<file path="config.mk">
export PLATFORM = sky130hd
export DESIGN_NAME = ipv4_dotted_address_parser
export DESIGN_NICKNAME = d
export VERILOG_FILES = /design/src/hdl/ipv4p_pkg.sv /design/src/hdl/ipv4p_char_class.sv /design/src/hdl/ipv4p_part_acc.sv /design/src/hdl/ipv4_dotted_address_parser.sv
export SDC_FILE = /design/constraint.sdc
export NUM_CORES = 1
export LEC_CHECK = 0
export BUFFER_PORTS_ARGS = -buffer_cell sky130_fd_sc_hd__buf_4
export CORE_ASPECT_RATIO = 0.6
export CORE_UTILIZATION = 55
export CTS_CLUSTER_SIZE = 10
export DETAILED_ROUTE_END_ITERATION = 12
export PLACE_DENSITY = 0.74
export SLEW_MARGIN = 30
export SYNTH_ARGS = -nofsm -noshare
export SYNTH_HDL_FRONTEND = slang
export SYNTH_SLANG_ARGS = --single-unit
</file>
<file path="constraint.sdc">
create_clock -name clk -period 4.8 [get_ports clk]
set_input_delay 0.24 -clock clk [delete_from_list [all_inputs] [get_ports clk]]
set_output_delay 0.24 -clock clk [all_outputs]
set_load 0.05 [all_outputs]
</file>
<file path="src/hdl/ipv4p_pkg.sv">
// Package: types and constants for the dotted address parser.
package ipv4p_pkg;

    localparam logic [7:0] CHAR_NUL   = 8'h00;
    localparam logic [7:0] CHAR_TAB   = 8'h09;
    localparam logic [7:0] CHAR_CR    = 8'h0d;
    localparam logic [7:0] CHAR_SPACE = 8'h20;
    localparam logic [7:0] CHAR_DOT   = 8'h2e;
    localparam logic [7:0] CHAR_0     = 8'h30;
    localparam logic [7:0] CHAR_7     = 8'h37;
    localparam logic [7:0] CHAR_9     = 8'h39;
    localparam logic [7:0] CHAR_UA    = 8'h41;
    localparam logic [7:0] CHAR_UF    = 8'h46;
    localparam logic [7:0] CHAR_UX    = 8'h58;
    localparam logic [7:0] CHAR_LA    = 8'h61;
    localparam logic [7:0] CHAR_LF    = 8'h66;
    localparam logic [7:0] CHAR_LX    = 8'h78;

    localparam logic [31:0] MAX_3BYTE = 32'h00ff_ffff;
    localparam logic [31:0] MAX_2BYTE = 32'h0000_ffff;
    localparam logic [31:0] MAX_1BYTE = 32'h0000_00ff;

    typedef enum logic [2:0] {
        MODE_NONE   = 3'd0,
        MODE_ZERO   = 3'd1,
        MODE_OCT    = 3'd2,
        MODE_HEXPFX = 3'd3,
        MODE_HEX    = 3'd4,
        MODE_DEC    = 3'd5
    } mode_t;

    typedef struct packed {
        logic       is_term;
        logic       is_dot;
        logic       is_zero;
        logic       is_x;
        logic       dec_ok;
        logic       oct_ok;
        logic       hex_ok;
        logic [3:0] digit;
    } char_class_t;

    typedef struct packed {
        logic        ok;
        logic [31:0] addr;
    } result_t;

endpackage

</file>
<file path="src/hdl/ipv4p_char_class.sv">
// Character decoder: terminator, dot and digit classes of one text byte.
module ipv4p_char_class (
    input  logic [7:0]                 text_char,
    output ipv4p_pkg::char_class_t     cls
);
    import ipv4p_pkg::*;

    logic is_dec;
    logic is_lhex;
    logic is_uhex;

    always_comb
    begin
        is_dec  = (text_char inside {[CHAR_0:CHAR_9]});
        is_lhex = (text_char inside {[CHAR_LA:CHAR_LF]});
        is_uhex = (text_char inside {[CHAR_UA:CHAR_UF]});

        cls.is_term = (text_char == CHAR_NUL) || (text_char == CHAR_SPACE)
                      || (text_char inside {[CHAR_TAB:CHAR_CR]});
        cls.is_dot  = (text_char == CHAR_DOT);
        cls.is_zero = (text_char == CHAR_0);
        cls.is_x    = (text_char == CHAR_LX) || (text_char == CHAR_UX);
        cls.dec_ok  = is_dec;
        cls.oct_ok  = (text_char inside {[CHAR_0:CHAR_7]});
        cls.hex_ok  = is_dec || is_lhex || is_uhex;

        if (is_dec)
        begin
            cls.digit = 4'(text_char - CHAR_0);
        end
        else if (is_lhex)
        begin
            cls.digit = 4'(text_char - CHAR_LA + 8'd10);
        end
        else
        begin
            cls.digit = 4'(text_char - CHAR_UA + 8'd10);
        end
    end

endmodule

</file>
<file path="src/hdl/ipv4p_part_acc.sv">
// Part accumulator: per-part value, radix mode, finished bytes and result.
module ipv4p_part_acc (
    input  logic                       clk,
    input  logic                       rst_n,
    input  logic                       step,
    input  ipv4p_pkg::char_class_t     cls,
    output ipv4p_pkg::result_t         result
);
    import ipv4p_pkg::*;

    logic [31:0] value_reg,  value_next;
    logic        ovf_reg,    ovf_next;
    logic [7:0]  part0_reg,  part0_next;
    logic [7:0]  part1_reg,  part1_next;
    logic [7:0]  part2_reg,  part2_next;
    logic [1:0]  dots_reg,   dots_next;
    mode_t       mode_reg,   mode_next;
    logic        failed_reg, failed_next;

    logic        part_empty;
    logic [35:0] dec_sum;
    logic [31:0] oct_val;
    logic [31:0] hex_val;
    logic        dec_ovf;
    logic        oct_ovf;
    logic        hex_ovf;

    always_comb
    begin
        part_empty = (mode_reg == MODE_NONE) || (mode_reg == MODE_HEXPFX);
        dec_sum    = ({4'd0, value_reg} << 3) + ({4'd0, value_reg} << 1)
                     + {32'd0, cls.digit};
        dec_ovf    = |dec_sum[35:32];
        oct_val    = {value_reg[28:0], cls.digit[2:0]};
        oct_ovf    = |value_reg[31:29];
        hex_val    = {value_reg[27:0], cls.digit};
        hex_ovf    = |value_reg[31:28];
    end

    // Result seen when the current byte is a terminator
    always_comb
    begin
        result.ok   = !failed_reg && !part_empty && !ovf_reg;
        result.addr = value_reg;
        case (dots_reg)
            2'd0:
            begin
                result.addr = value_reg;
            end
            2'd1:
            begin
                result.ok   = result.ok && (value_reg <= MAX_3BYTE);
                result.addr = {part0_reg, 24'd0} | value_reg;
            end
            2'd2:
            begin
                result.ok   = result.ok && (value_reg <= MAX_2BYTE);
                result.addr = {part0_reg, part1_reg, 16'd0} | value_reg;
            end
            default:
            begin
                result.ok   = result.ok && (value_reg <= MAX_1BYTE);
                result.addr = {part0_reg, part1_reg, part2_reg, 8'd0} | value_reg;
            end
        endcase
        if (!result.ok)
        begin
            result.addr = '0;
        end
    end

    always_comb
    begin
        value_next  = value_reg;
        ovf_next    = ovf_reg;
        part0_next  = part0_reg;
        part1_next  = part1_reg;
        part2_next  = part2_reg;
        dots_next   = dots_reg;
        mode_next   = mode_reg;
        failed_next = failed_reg;

        if (step)
        begin
            if (cls.is_term)
            begin
                value_next  = '0;
                ovf_next    = 1'b0;
                part0_next  = '0;
                part1_next  = '0;
                part2_next  = '0;
                dots_next   = '0;
                mode_next   = MODE_NONE;
                failed_next = 1'b0;
            end
            else if (failed_reg)
            begin
                failed_next = 1'b1;
            end
            else if (cls.is_dot)
            begin
                if (part_empty || ovf_reg || (value_reg > MAX_1BYTE) || (dots_reg == 2'd3))
                begin
                    failed_next = 1'b1;
                end
                else
                begin
                    case (dots_reg)
                        2'd0:    part0_next = value_reg[7:0];
                        2'd1:    part1_next = value_reg[7:0];
                        default: part2_next = value_reg[7:0];
                    endcase
                    dots_next  = dots_reg + 2'd1;
                    value_next = '0;
                    ovf_next   = 1'b0;
                    mode_next  = MODE_NONE;
                end
            end
            else
            begin
                case (mode_reg)
                    MODE_NONE:
                    begin
                        if (cls.is_zero)
                        begin
                            mode_next = MODE_ZERO;
                        end
                        else if (cls.dec_ok)
                        begin
                            value_next = dec_sum[31:0];
                            ovf_next   = ovf_reg || dec_ovf;
                            mode_next  = MODE_DEC;
                        end
                        else
                        begin
                            failed_next = 1'b1;
                        end
                    end
                    MODE_ZERO, MODE_OCT:
                    begin
                        if ((mode_reg == MODE_ZERO) && cls.is_x)
                        begin
                            mode_next = MODE_HEXPFX;
                        end
                        else if (cls.oct_ok)
                        begin
                            value_next = oct_val;
                            ovf_next   = ovf_reg || oct_ovf;
                            mode_next  = MODE_OCT;
                        end
                        else
                        begin
                            failed_next = 1'b1;
                        end
                    end
                    MODE_HEXPFX, MODE_HEX:
                    begin
                        if (cls.hex_ok)
                        begin
                            value_next = hex_val;
                            ovf_next   = ovf_reg || hex_ovf;
                            mode_next  = MODE_HEX;
                        end
                        else
                        begin
                            failed_next = 1'b1;
                        end
                    end
                    MODE_DEC:
                    begin
                        if (cls.dec_ok)
                        begin
                            value_next = dec_sum[31:0];
                            ovf_next   = ovf_reg || dec_ovf;
                        end
                        else
                        begin
                            failed_next = 1'b1;
                        end
                    end
                    default:
                    begin
                        failed_next = 1'b1;
                    end
                endcase
            end
        end
    end

    always_ff @(posedge clk or negedge rst_n)
    begin
        if (!rst_n)
        begin
            value_reg  <= '0;
            ovf_reg    <= 1'b0;
            part0_reg  <= '0;
            part1_reg  <= '0;
            part2_reg  <= '0;
            dots_reg   <= '0;
            mode_reg   <= MODE_NONE;
            failed_reg <= 1'b0;
        end
        else
        begin
            value_reg  <= value_next;
            ovf_reg    <= ovf_next;
            part0_reg  <= part0_next;
            part1_reg  <= part1_next;
            part2_reg  <= part2_next;
            dots_reg   <= dots_next;
            mode_reg   <= mode_next;
            failed_reg <= failed_next;
        end
    end

endmodule

</file>
<file path="src/hdl/ipv4_dotted_address_parser.sv">
// Top level: dotted IPv4 address text parser, one character beat per cycle unless stalled.
//
//   channel | direction | handshake         | payload
//   input   | in        | in_valid/in_stall  | text_char
//   output  | out       | out_valid/out_stall| parse_ok, address
//
// One character is taken every cycle unless in_stall is high; each character
// passes through the input register before it updates the parse state, and a
// terminator's result is then captured in the result register. Reset clears
// the parse state and both valids.
// in_stall rises only while a result waits in the output register under
// out_stall and the input register holds a terminator.
module ipv4_dotted_address_parser (
    input  logic        clk,
    input  logic        rst_n,
    input  logic        in_valid,
    output logic        in_stall,
    input  logic [7:0]  text_char,
    output logic        out_valid,
    input  logic        out_stall,
    output logic        parse_ok,
    output logic [31:0] address
);
    import ipv4p_pkg::*;

    logic        s1_valid_reg, s1_valid_next;
    logic [7:0]  s1_char_reg;
    logic        out_valid_reg, out_valid_next;
    logic        ok_reg;
    logic [31:0] addr_reg;

    char_class_t cls;
    result_t     result;
    logic        blocked;
    logic        step;
    logic        res_load;

    ipv4p_char_class u_char_class (
        .text_char (s1_char_reg),
        .cls       (cls)
    );

    ipv4p_part_acc u_part_acc (
        .clk    (clk),
        .rst_n  (rst_n),
        .step   (step),
        .cls    (cls),
        .result (result)
    );

    always_comb
    begin
        blocked        = cls.is_term && out_valid_reg && out_stall;
        step           = s1_valid_reg && !blocked;
        res_load       = step && cls.is_term;
        in_stall       = s1_valid_reg && blocked;
        s1_valid_next  = in_stall ? s1_valid_reg : in_valid;
        out_valid_next = res_load || (out_valid_reg && out_stall);
    end

    always_ff @(posedge clk or negedge rst_n)
    begin
        if (!rst_n)
        begin
            s1_valid_reg  <= 1'b0;
            out_valid_reg <= 1'b0;
        end
        else
        begin
            s1_valid_reg  <= s1_valid_next;
            out_valid_reg <= out_valid_next;
        end
    end

    always_ff @(posedge clk)
    begin
        if (in_valid && !in_stall)
        begin
            s1_char_reg <= text_char;
        end
        if (res_load)
        begin
            ok_reg   <= result.ok;
            addr_reg <= result.addr;
        end
    end

    assign out_valid = out_valid_reg;
    assign parse_ok  = ok_reg;
    assign address   = addr_reg;

endmodule

</file>
==> qor.yml, run 1 <==
status:
  outcome: "finished clean"
finish:
  register_area_um2: 2860
  nets: 943
  fillers: 1131
  multi_input_area_um2: 4590
  drive_above_1_share_pct: 15.8
  n_antenna_cell: 0
  fin_cells: 1055
  area_delta_synth_final_pct: 11.6
worst_setup_path:
  worst_setup_path_end_kind: "register"
  slowest_stage: "fa_1"
  crit_arrival_ns: 4.78
  start_kind: "register"
  crit_buf_inv: 1
  r2r_setup_slack_ns: 0.27
  path_class: "register to register"
  crit_fanout: 5
  crit_chain: "buf_4, ha_1, o21bai_1, a21oi_2, a31oi_1, xor2_1, fa_1, ha_1, a211oi_1, nor2_1, nand4_1, a31oi_1, nor2_1, o21ai_0, a311o_1, o31a_1"
  crit_required_ns: 5.05
  crit_family: "compound AO/OA/AOI/OAI gates"
  slowest_delay_ns: 0.47
global_route:
  grt_busiest_layer: "met2"
  grt_max_degree: 66
  grt-ovfl-total: 0
  first_global_vias: 6409
  use_met3_pct: 9.45
  grtUsageMet1_pct: 45.3
  grt_usage_pct: 31.9
  grt_pass1_wl_mm: 35.2
  antenna_found_initial: 1
  met2_usage_pct: 46.2
timing:
  slew_headroom_pct: 39.7
  min_period_ns: 4.53
  setup_viol: 0
  skew_ns: 0.00952
  setup_slack_ns: 0.270
  fin_crit_sh_pct: 94.4
  fmax_ghz: 0.221
  holdWs_ns: 0.0582
  timing.setup.tns_ns: 0
  rsz0062_at_grt: "no"
  maxSlewViolCount: 0
  tightest_slew_ns: 0.896
  hold_violations: 0
power:
  p_comb_share_pct: 18.6
  p_seq_share_pct: 45.4
  internal_power_w: 0.00154
  switching_share_pct: 31.3
  p_leak_nw: 3.75
  peakVddDrop_mv: 0.247
  powerDensity_nw_per_um2: 261
  switchingPower_w: 0.000701
  pwr-share-clk_pct: 36.0
synth:
  yosysUniqueCellTypes: 70
  yosys.area.top_type: "dfrtp_1"
  synth_most_common_cell: "nand2_1"
  yosysWarnings: 0
  synth_edf_count: 41
  synth.net_count: 909
  synth.cell_area_um2: 7690
  synth_seq_cells: 106
  ys.flop_type: "dfrtp_1"
  yosys-top-cells-area: "dfrtp_1 21%, edfxtp_1 16%, ha_1 12%"
  syn_area_per_cell_um2: 9.34
  synth-async-reset-ratio_pct: 61.3
  ys_seq_area_share_pct: 37.1
  ys_top_cells_by_count: "80 x nand2_1, 71 x ha_1, 70 x nor2_1"
  postSynthCellCount: 824
  synth_top_cell_area_share_pct: 21.1
route:
  drtIter0Drc: 648
  ant_nets: 0
  drc: 0
  viasPerCell: 6.61
  dr.pass1.iters: 6
  vias: 6969
  wl_mm: 22.4
  wl_per_cell_um: 21.2
place:
  dp.cells: 1034
  post-place-ws_ns: 0.288
  portBuffers: 46
  gp_congestion: 0.977
  hpwl_mm: 16.4
floorplanning:
  die_area_um2: 14500
  die_x_um: 155
  boundaryPins: 47
  start_util_pct: 56.3
  core_um2: 13700
  rows: 33
  dieHeight_um: 93.6
clock_network:
  clockRootBuffer: "clkbuf_16"
  h-tree-depth: 3
  numCtsBuffers: 9
  cts_tree: "done"
  clock_latency_ns: 0.36
  clkSinkCount: 106
  path_clk_slew_ns: 0.08
  clockBufferDepth: 2
job:
  maxCapViolations: 0
hold_path:
  hp-class: "primary input to register"
area by class of cell:
type	instances	area share [%]
repair buffers	66	5.84
inverters	19	0.831
multi-input cells	656	53.5
clock inverters	7	1.14
flip-flops and latches	106	33.3
well taps	192	2.80
clock buffers	9	2.62
per-layer routing:
metal / share of wire [%] / up-vias / routed length [µm]
met5: 0.081 / - / 18
met4: 2.8 / 2 / 629
met3: 10 / 64 / 2280
met2: 41 / 376 / 9260
met1: 45 / 3365 / 10200
li1: - / 3162 / -
power groups by stage:
stage               registers, W  clock network, W  logic [W]
floorplan                0.00103                 0   0.000273
global placement         0.00103                 0   0.000363
detailed placement       0.00103                 0   0.000394
CTS                      0.00102          0.000813   0.000396
global route             0.00102          0.000838   0.000452
finish                   0.00102          0.000807   0.000416
placed cells by master (no fill, tap or decap), types with 8 or more instances in the layout:
| cell type | synthesis | layout |
|---|---|---|
| a211oi_1 | 9 | 9 |
| a21o_1 | 14 | 14 |
| a21oi_1 | 61 | 60 |
| a22oi_1 | 10 | 10 |
| and2_1 | 20 | 20 |
| buf_4 | 0 | 64 |
| clkbuf_16 | 0 | 9 |
| dfrtp_1 | 65 | 65 |
| edfxtp_1 | 41 | 41 |
| ha_1 | 71 | 71 |
| inv_1 | 18 | 18 |
| mux2_2 | 25 | 25 |
| mux2i_1 | 8 | 8 |
| nand2_1 | 80 | 80 |
| nand2b_1 | 8 | 8 |
| nand3_1 | 14 | 14 |
| nand4_1 | 17 | 17 |
| nor2_1 | 70 | 69 |
| nor3_1 | 19 | 19 |
| o211ai_1 | 17 | 17 |
| o21a_1 | 9 | 9 |
| o21ai_0 | 52 | 52 |
| o31ai_1 | 12 | 11 |
| o41ai_2 | 9 | 9 |
| or3_1 | 11 | 11 |
| xnor2_1 | 8 | 8 |
| xor2_1 | 11 | 11 |
worst paths after layout:
| check | start | endpoint | depth (start not counted) |
|---|---|---|---|
| max | s1_char_reg[0] | u_part_acc.ovf_reg | 16 |
| min | text_char[2] | s1_char_reg[2] | 1 |
| max reg2reg | s1_char_reg[0] | u_part_acc.ovf_reg | 16 |
| min reg2reg | u_part_acc.part0_reg[6] | u_part_acc.part0_reg[6] | 1 |
| max in group asynchronous | rst_n | u_part_acc.value_reg[1] | 2 |
| min in group asynchronous | rst_n | u_part_acc.value_reg[23] | 2 |
through the flow:
step	utilization (%)	area [µm²]	power [W]
floorplan	-	7690	0.00130
global placement	60.0	8210	0.00139
detailed placement	60.0	8210	0.00143
CTS	62.4	8530	0.00223
global route	62.8	8580	0.00231
finish	62.8	8580	0.00224
cell families (layout without fill, tap and decap cells):
kind of cell	after synthesis	in the layout	share of synthesized area [%]
multiplexers	33	33	4.70
adder cells (fa/ha/maj)	73	73	12.1
AND/OR/NAND/NOR	279	279	17.9
AO/OA/AOI/OAI	252	252	22.6
flip-flops	106	106	37.1
XOR/XNOR	19	19	2.16
buffers and inverters	62	101	3.37
timing repair:
action                                  CTS  global route
setup buffers                             0             4
endpoints found under the setup margin    0             6
resized for setup                         0             3
hold buffers                              0             1
endpoints found under the hold margin     0            65
Note: power is estimated with default switching activity, not from simulation.
==> run 2, diff against run 1 <==
--- a/config.mk
+++ b/config.mk
@@ -6,12 +6,14 @@
 export NUM_CORES = 1
 export LEC_CHECK = 0
 export BUFFER_PORTS_ARGS = -buffer_cell sky130_fd_sc_hd__buf_4
+export CELL_PAD_IN_SITES_DETAIL_PLACEMENT = 1
+export CELL_PAD_IN_SITES_GLOBAL_PLACEMENT = 1
 export CORE_ASPECT_RATIO = 0.6
-export CORE_UTILIZATION = 55
+export CORE_UTILIZATION = 52
 export CTS_CLUSTER_SIZE = 10
 export DETAILED_ROUTE_END_ITERATION = 12
-export PLACE_DENSITY = 0.74
-export SLEW_MARGIN = 30
+export PLACE_DENSITY = 0.87
+export SLEW_MARGIN = 20
 export SYNTH_ARGS = -nofsm -noshare
 export SYNTH_HDL_FRONTEND = slang
 export SYNTH_SLANG_ARGS = --single-unit
==> constraint.sdc (replaced) <==
create_clock -name clk -period 5.55 [get_ports clk]
set_input_delay 0.2775 -clock clk [delete_from_list [all_inputs] [get_ports clk]]
set_output_delay 0.2775 -clock clk [all_outputs]
set_load 0.05 [all_outputs]
==> run 2 against run 1 <==
Net effect:
- power down 15%
- via count grew 4.2%
- cell area shrank 1.3%
- sequential share of layout area grew 0.44 points
- routed wire length grew 26%
- count of clock-buffer cells in the layout grew 1
- flip-flop and latch count unchanged
- worst hold slack got worse by 0.021 ns
- first-iteration DRC count up 9.1%
- clock skew rose by 0.0043 ns
- clock power fell by 20%
- critical endpoint unchanged
- largest cell class unchanged
- largest power group unchanged
==> qor.yml, run 2 (synthesis results as in run 1) <==
place:
  gp_congestion: 0.924  # -5.3%
  hpwl_mm: 20.0  # +21%
  post-place-ws_ns: 0.792  # +0.504 ns
  portBuffers: 46  # unchanged
clock_network:
  path_clk_slew_ns: 0.09  # about the same
  cts_hold_buffers: 0  # unchanged
  cts_tree: "done"
  h-tree-depth: 3  # unchanged
  clockRootBuffer: "clkbuf_16"
  clockBufferDepth: 2  # unchanged
  clock_latency_ns: 0.37  # about the same
  clkSinkCount: 106  # unchanged
  numCtsBuffers: 9  # unchanged
  post_cts_buffers: 0  # unchanged
  cts_resized: 0  # unchanged
job:
  maxCapViolations: 0  # unchanged
global_route:
  first_global_vias: 7408  # +16%
  grt_max_degree: 66  # unchanged
  grt_usage_pct: 37.1  # +5.3 points
  grt-ovfl-total: 0  # unchanged
  grt_pass1_wl_mm: 42.8  # +22%
  antenna_found_initial: 5  # +4
route:
  wl_per_cell_um: 26.6  # +26%
  wl_mm: 28.1  # +26%
  vias: 7260  # +4.2%
  viasPerCell: 6.88  # +4.2%
  drc: 0  # unchanged
  drtIter0Drc: 707  # +9.1%
  dr.pass1.iters: 5  # -1
  ant_nets: 0  # unchanged
floorplanning:
  start_util_pct: 53.2  # -3.1 points
  core_um2: 14500  # +5.8%
  die_x_um: 159  # +2.8%
  dieHeight_um: 96.2  # +2.8%
  rows: 34  # +3.0%
  boundaryPins: 47  # unchanged
  die_area_um2: 15300  # +5.7%
finish:
  area_delta_synth_final_pct: 10.1
  register_area_um2: 2860  # unchanged
  nets: 934  # -0.95%
  multi_input_area_um2: 4580  # -0.25%
  finish.utilization_pct: 58.6  # -4.2 points
  drive_above_1_share_pct: 14.5  # -1.2 points
  layout_commonest_cell: "nand2_1"
  fillers: 1679  # +48%
  final_cell_mix: "80 x nand2_1, 71 x ha_1, 69 x nor2_1"
timing:
  tightest_slew_ns: 0.940  # +0.0447 ns
  hold_violations: 0  # unchanged
  timing.setup.tns_ns: 0  # unchanged
  setup_viol: 0  # unchanged
  skew_ns: 0.0138  # +0.00426 ns
  setup_slack_ns: 0.709  # +0.439 ns
  maxSlewViolCount: 0  # unchanged
  fmax_ghz: 0.207  # -6.4%
  min_period_ns: 4.84  # +0.311 ns
  rsz0062_at_grt: "no"
  fin_crit_sh_pct: 87.2  # -7.2 points
  slew_headroom_pct: 37.3  # -2.4 points
worst_setup_path:
  worstReg2RegEnd: "u_part_acc.ovf_reg"
  crit_arrival_ns: 5.10  # +0.32 ns
  path_class: "register to register"
  r2r_setup_slack_ns: 0.71  # +0.44 ns
  timing.rr.start: "s1_char_reg[1]"
  crit_path_end: "u_part_acc.ovf_reg"
  reg2reg_depth: 17  # +1
  critPathLaunch: "s1_char_reg[1]"
  start_kind: "register"
  crit_required_ns: 5.81  # +0.76 ns
  worst_setup_path_end_kind: "register"
  crit_fanout: 7  # +2
power:
  switching_share_pct: 33.1  # +1.8 points
  internal_power_w: 0.00127  # -17%
  switchingPower_w: 0.000629  # -10%
  pwr-share-clk_pct: 33.8  # -2.2 points
  powerDensity_nw_per_um2: 225  # -14%
  p_leak_nw: 3.68  # -1.8%
  p_seq_share_pct: 46.9  # +1.5 points
  peakVddDrop_mv: 0.151  # -39%
  p_comb_share_pct: 19.3  # +0.7 points
hold_path:
  hp-class: "primary input to async pin"
status:
  outcome: "finished clean"
run 2: power by group through the flow:
stage	sequential [W]	clock (W)	combinational [W]
2_1_floorplan	0.000888	0	0.000236
3_3_place_gp	0.000899	0	0.000317
3_5_place_dp	0.000905	0	0.000353
4_1_cts	0.000889	0.000642	0.000359
5_1_grt	0.000895	0.000668	0.000391
6_report	0.000893	0.000643	0.000368
run 2: layer usage:
metal,wire length [µm],GRT usage (%)
met4,1170,18.6
met1,11900,48.4
met2,12000,55.9
met5,91,2.92
met3,2860,11.5
run 2: worst min path at each step:
stage	startpoint	end	slack (ns)
3_5_place_dp	rst_n	u_part_acc.part1_reg[4]	0.46
2_1_floorplan	rst_n	out_valid	-0.02
4_1_cts	text_char[1]	s1_char_reg[1]	0.08
6_report	rst_n	u_part_acc.part1_reg[4]	0.04
3_3_place_gp	rst_n	u_part_acc.value_reg[25]	0.45
5_1_grt	text_char[6]	s1_char_reg[6]	0.08
run 2: cell type report:
class                   instances  share of cell area [%]
multi-input cells             656                    54.0
flip-flops and latches        106                    33.7
repair buffers                 57                    5.05
well taps                     198                    2.92
clock buffers                  10                    2.70
inverters                      19                   0.842
clock inverters                 6                   0.620
diodes                          3                  0.0886
run 2: stage by stage:
step	hold WS (ns)	power (W)	cell area, µm²	cells
after detailed placement	0.457	0.00126	8180	1036
after global routing	0.0839	0.00195	8470	1055
after global placement	0.447	0.00122	8180	1036
final	0.0370	0.00190	8470	1055
after CTS	0.0829	0.00189	8470	1052
after floorplan	-0.0181	0.00112	7690	824
run 2: worst max-delay path, stage by stage (launching register included):
cell and delay [ns]:
edfxtp_1 0.49, inv_1 0.13, ha_1 0.26, o21bai_1 0.22, a21oi_1 0.13, a31oi_1 0.22
xor2_1 0.24, fa_1 0.49, inv_1 0.11, fa_1 0.21, nor2b_1 0.08, o31a_1 0.28
o21ai_0 0.38, a31oi_1 0.18, o31ai_1 0.62, o31ai_1 0.18, xor2_1 0.19, o31a_1 0.30
==> run 3, diff against run 2 <==
--- a/config.mk
+++ b/config.mk
@@ -5,11 +5,12 @@
 export SDC_FILE = /design/constraint.sdc
 export NUM_CORES = 1
 export LEC_CHECK = 0
+export ABC_AREA = 1
 export BUFFER_PORTS_ARGS = -buffer_cell sky130_fd_sc_hd__buf_4
 export CELL_PAD_IN_SITES_DETAIL_PLACEMENT = 1
 export CELL_PAD_IN_SITES_GLOBAL_PLACEMENT = 1
 export CORE_ASPECT_RATIO = 0.6
-export CORE_UTILIZATION = 52
+export CORE_UTILIZATION = 49
 export CTS_CLUSTER_SIZE = 10
 export DETAILED_ROUTE_END_ITERATION = 12
 export PLACE_DENSITY = 0.87
==> run 3 against run 2 <==
Net effect:
- via count is 9.9% higher
- critical path depth up 7
- critical path type unchanged
- global-route usage fell by 4.7 points
- largest cell class unchanged
- critical endpoint unchanged
- power rose to 3.1 times the previous value
- utilization decreased by 3.3 points
==> qor.yml, run 3 <==
synth:
  syn_area_per_cell_um2: 7.10  # -24%
  yosysWarnings: 0  # unchanged
  yosysUniqueCellTypes: 50  # -29%
  synth_seq_cells: 106  # unchanged
  synth-async-reset-ratio_pct: 61.3  # unchanged
  ys_top_cells_by_count: "337 x nand2_1, 143 x inv_1, 128 x nor2_1"
  ys_seq_area_share_pct: 35.2  # -1.9 points
  synth_edf_count: 41  # unchanged
  synth_top_cell_area_share_pct: 20.0  # -1.1 points
  yosys.area.top_type: "dfrtp_1"
  postSynthCellCount: 1143  # +39%
  ys.flop_type: "dfrtp_1"
  synth_most_common_cell: "nand2_1"
  synth.net_count: 1228  # +35%
  yosys-top-cells-area: "dfrtp_1 20%, nand2_1 16%, edfxtp_1 15%"
  synth.cell_area_um2: 8120  # +5.5%
timing:
  fmax_ghz: 0.248  # +20%
  slew_headroom_pct: 34.2  # -3.1 points
  holdWs_ns: 0.0197  # -0.0173 ns
  tightest_slew_ns: 0.986  # +0.0455 ns
  skew_ns: 0.0108  # -0.00293 ns
  min_period_ns: 4.04  # -0.804 ns
  maxSlewViolCount: 0  # unchanged
  rsz0062_at_grt: "no"
  hold_violations: 0  # unchanged
  setup_viol: 0  # unchanged
  fin_crit_sh_pct: 72.7  # -14 points
  timing.setup.tns_ns: 0  # unchanged
clock_network:
  clockRootBuffer: "clkbuf_16"
  h-tree-depth: 3  # unchanged
  post_cts_buffers: 0  # unchanged
  clkSinkCount: 106  # unchanged
  path_clk_slew_ns: 0.08  # about the same
  clock_latency_ns: 0.36  # about the same
  cts_tree: "done"
  cts_resized: 0  # unchanged
  cts_hold_buffers: 0  # unchanged
  clockBufferDepth: 2  # unchanged
  numCtsBuffers: 9  # unchanged
finish:
  register_area_um2: 2860  # unchanged
  finish.utilization_pct: 55.3  # -3.3 points
  final_cell_mix: "337 x nand2_1, 143 x inv_1, 128 x nor2_1"
  layout_commonest_cell: "nand2_1"
  fillers: 2149  # +28%
  multi_input_area_um2: 4570  # -0.14%
  stdcell_area_um2: 8960  # +5.8%
  area_delta_synth_final_pct: 10.4
  n_antenna_cell: 0  # -3
  drive_above_1_share_pct: 9.17  # -5.4 points
  nets: 1269  # +36%
route:
  wl_met2_mm: 12.3  # +1.7%
  wl_mm: 26.9  # -4.3%
  viasPerCell: 5.71  # -17%
  drc: 0  # unchanged
  route.met3.wl_mm: 1.78  # -38%
  drtIter0Drc: 569  # -20%
  highest_layer: "met4"
  vias: 7981  # +9.9%
  ant_nets: 0  # unchanged
  dr.pass1.iters: 5  # unchanged
  wl_per_cell_um: 19.2  # -28%
  drt-met1-wl_mm: 12.4  # +4.1%
floorplanning:
  dieHeight_um: 102  # +5.7%
  rows: 36  # +5.9%
  die_area_um2: 17100  # +12%
  die_x_um: 168  # +5.7%
  core_um2: 16200  # +12%
  start_util_pct: 50.0  # -3.1 points
  boundaryPins: 47  # unchanged
worst_setup_path:
  start_kind: "register"
  slowest_stage: "fa_1"
  crit_fanout: 9  # +2
  crit_required_ns: 5.80  # about the same
  worst_setup_path_end_kind: "register"
  slowest_delay_ns: 0.55  # -0.07 ns
  crit_chain: "inv_1, ha_1, o21ai_1, nand2_1, nand2_2, o21ai_0, xor2_1, fa_1, inv_1, fa_1, inv_1, nand2_1, nand2_1, nand3_1, nand2_1, nand2_1, nand2_1, nand2_1, nand3_1, nand2_1, nor2_1, nand3_1, nand2_1, a21oi_1"
  crit_arrival_ns: 4.28  # -0.82 ns
  path_class: "register to register"
  worst_path_most_repeated_cell: "nand2_1"
power:
  internal_power_w: 0.00254  # +100%
  switching_share_pct: 56.2  # +23 points
  p_seq_share_pct: 20.2  # -27 points
  total_power_w: 0.00581  # +210%
  p_comb_share_pct: 68.4  # +49 points
  pwr-share-clk_pct: 11.3  # -22 points
  peakVddDrop_mv: 0.445  # +200%
  switchingPower_w: 0.00327  # +420%
  p_leak_nw: 4.67  # +27%
  powerDensity_nw_per_um2: 649  # +190%
global_route:
  first_global_vias: 8009  # +8.1%
  grt_usage_pct: 32.4  # -4.7 points
  grt-ovfl-total: 0  # unchanged
  antenna_found_initial: 0  # -5
  grt_max_degree: 66  # unchanged
  grt_pass1_wl_mm: 42.6  # -0.50%
hold_path:
  hp-class: "primary input to async pin"
place:
  hpwl_mm: 20.9  # +4.8%
  gp_congestion: 0.950  # +2.7%
  portBuffers: 46  # unchanged
  place_area_um2: 8660  # +5.8%
job:
  maxCapViolations: 0  # unchanged
status:
  outcome: "finished clean"
[run 3: path summary, 6_finish.rpt]
kind | slack, ns | end | startpoint | cells after the start
max | 1.51 | u_part_acc.ovf_reg | s1_char_reg[1] | 24
min | 0.02 | u_part_acc.value_reg[31] | rst_n | 1
max reg2reg | 1.51 | u_part_acc.ovf_reg | s1_char_reg[1] | 24
min reg2reg | 0.48 | u_part_acc.part0_reg[2] | u_part_acc.part0_reg[2] | 2
max in group asynchronous | 4.92 | u_part_acc.part2_reg[1] | rst_n | 1
min in group clk | 0.09 | s1_char_reg[2] | text_char[2] | 1
[run 3: critical path: cells and delay by family, from the launching register on]
family / cells / cell delay [ns]
flip-flops: 1 / 0.49
XOR/XNOR: 1 / 0.20
adder cells (fa/ha/maj): 3 / 1.21
AND/OR/NAND/NOR: 14 / 1.39
AO/OA/AOI/OAI: 3 / 0.34
buffers and inverters: 3 / 0.29
[run 3: layout make-up]
class	count	area share (%)
multi-input combinational	860	51.0
clock inverter	7	0.893
tap	209	2.92
timing repair buffer	50	4.19
sequential	106	31.9
clock buffer	9	2.51
inverter	157	6.58
[run 3: cell families (layout without fill, tap and decap cells)]
logic type / Yosys count / count (layout) / synth area share, %
buf+inv: 177 / 223 / 8.43
fa+ha+maj: 73 / 73 / 11.4
xor+xnor: 14 / 14 / 1.51
flops: 106 / 106 / 35.2
simple gates: 582 / 582 / 30.4
compound gates: 190 / 190 / 12.9
mux: 1 / 1 / 0.123
[run 3: per-layer routing]
layer / vias to the layer above / GRT usage [%]
li1: 3806 / -
met1: 3904 / 44.5
met2: 235 / 53.9
met3: 36 / 5.28
met4: 0 / 7.90
met5: - / 0
[run 3: power groups by stage]
stage | registers (W) | logic [W] | clock network [W]
2_1_floorplan | 0.00108 | 0.00285 | 0
3_3_place_gp | 0.00118 | 0.00373 | 0
3_5_place_dp | 0.00119 | 0.00391 | 0
4_1_cts | 0.00117 | 0.00395 | 0.000655
5_1_grt | 0.00119 | 0.00448 | 0.000682
6_report | 0.00118 | 0.00398 | 0.000660
[run 3: per-stage QoR]
stage          std cells  worst slack, ns
3_3_place_gp        1382             1.80
4_1_cts             1398             1.58
3_5_place_dp        1382             1.59
6_report            1398             1.51
2_1_floorplan       1143             2.22
5_1_grt             1398             1.19
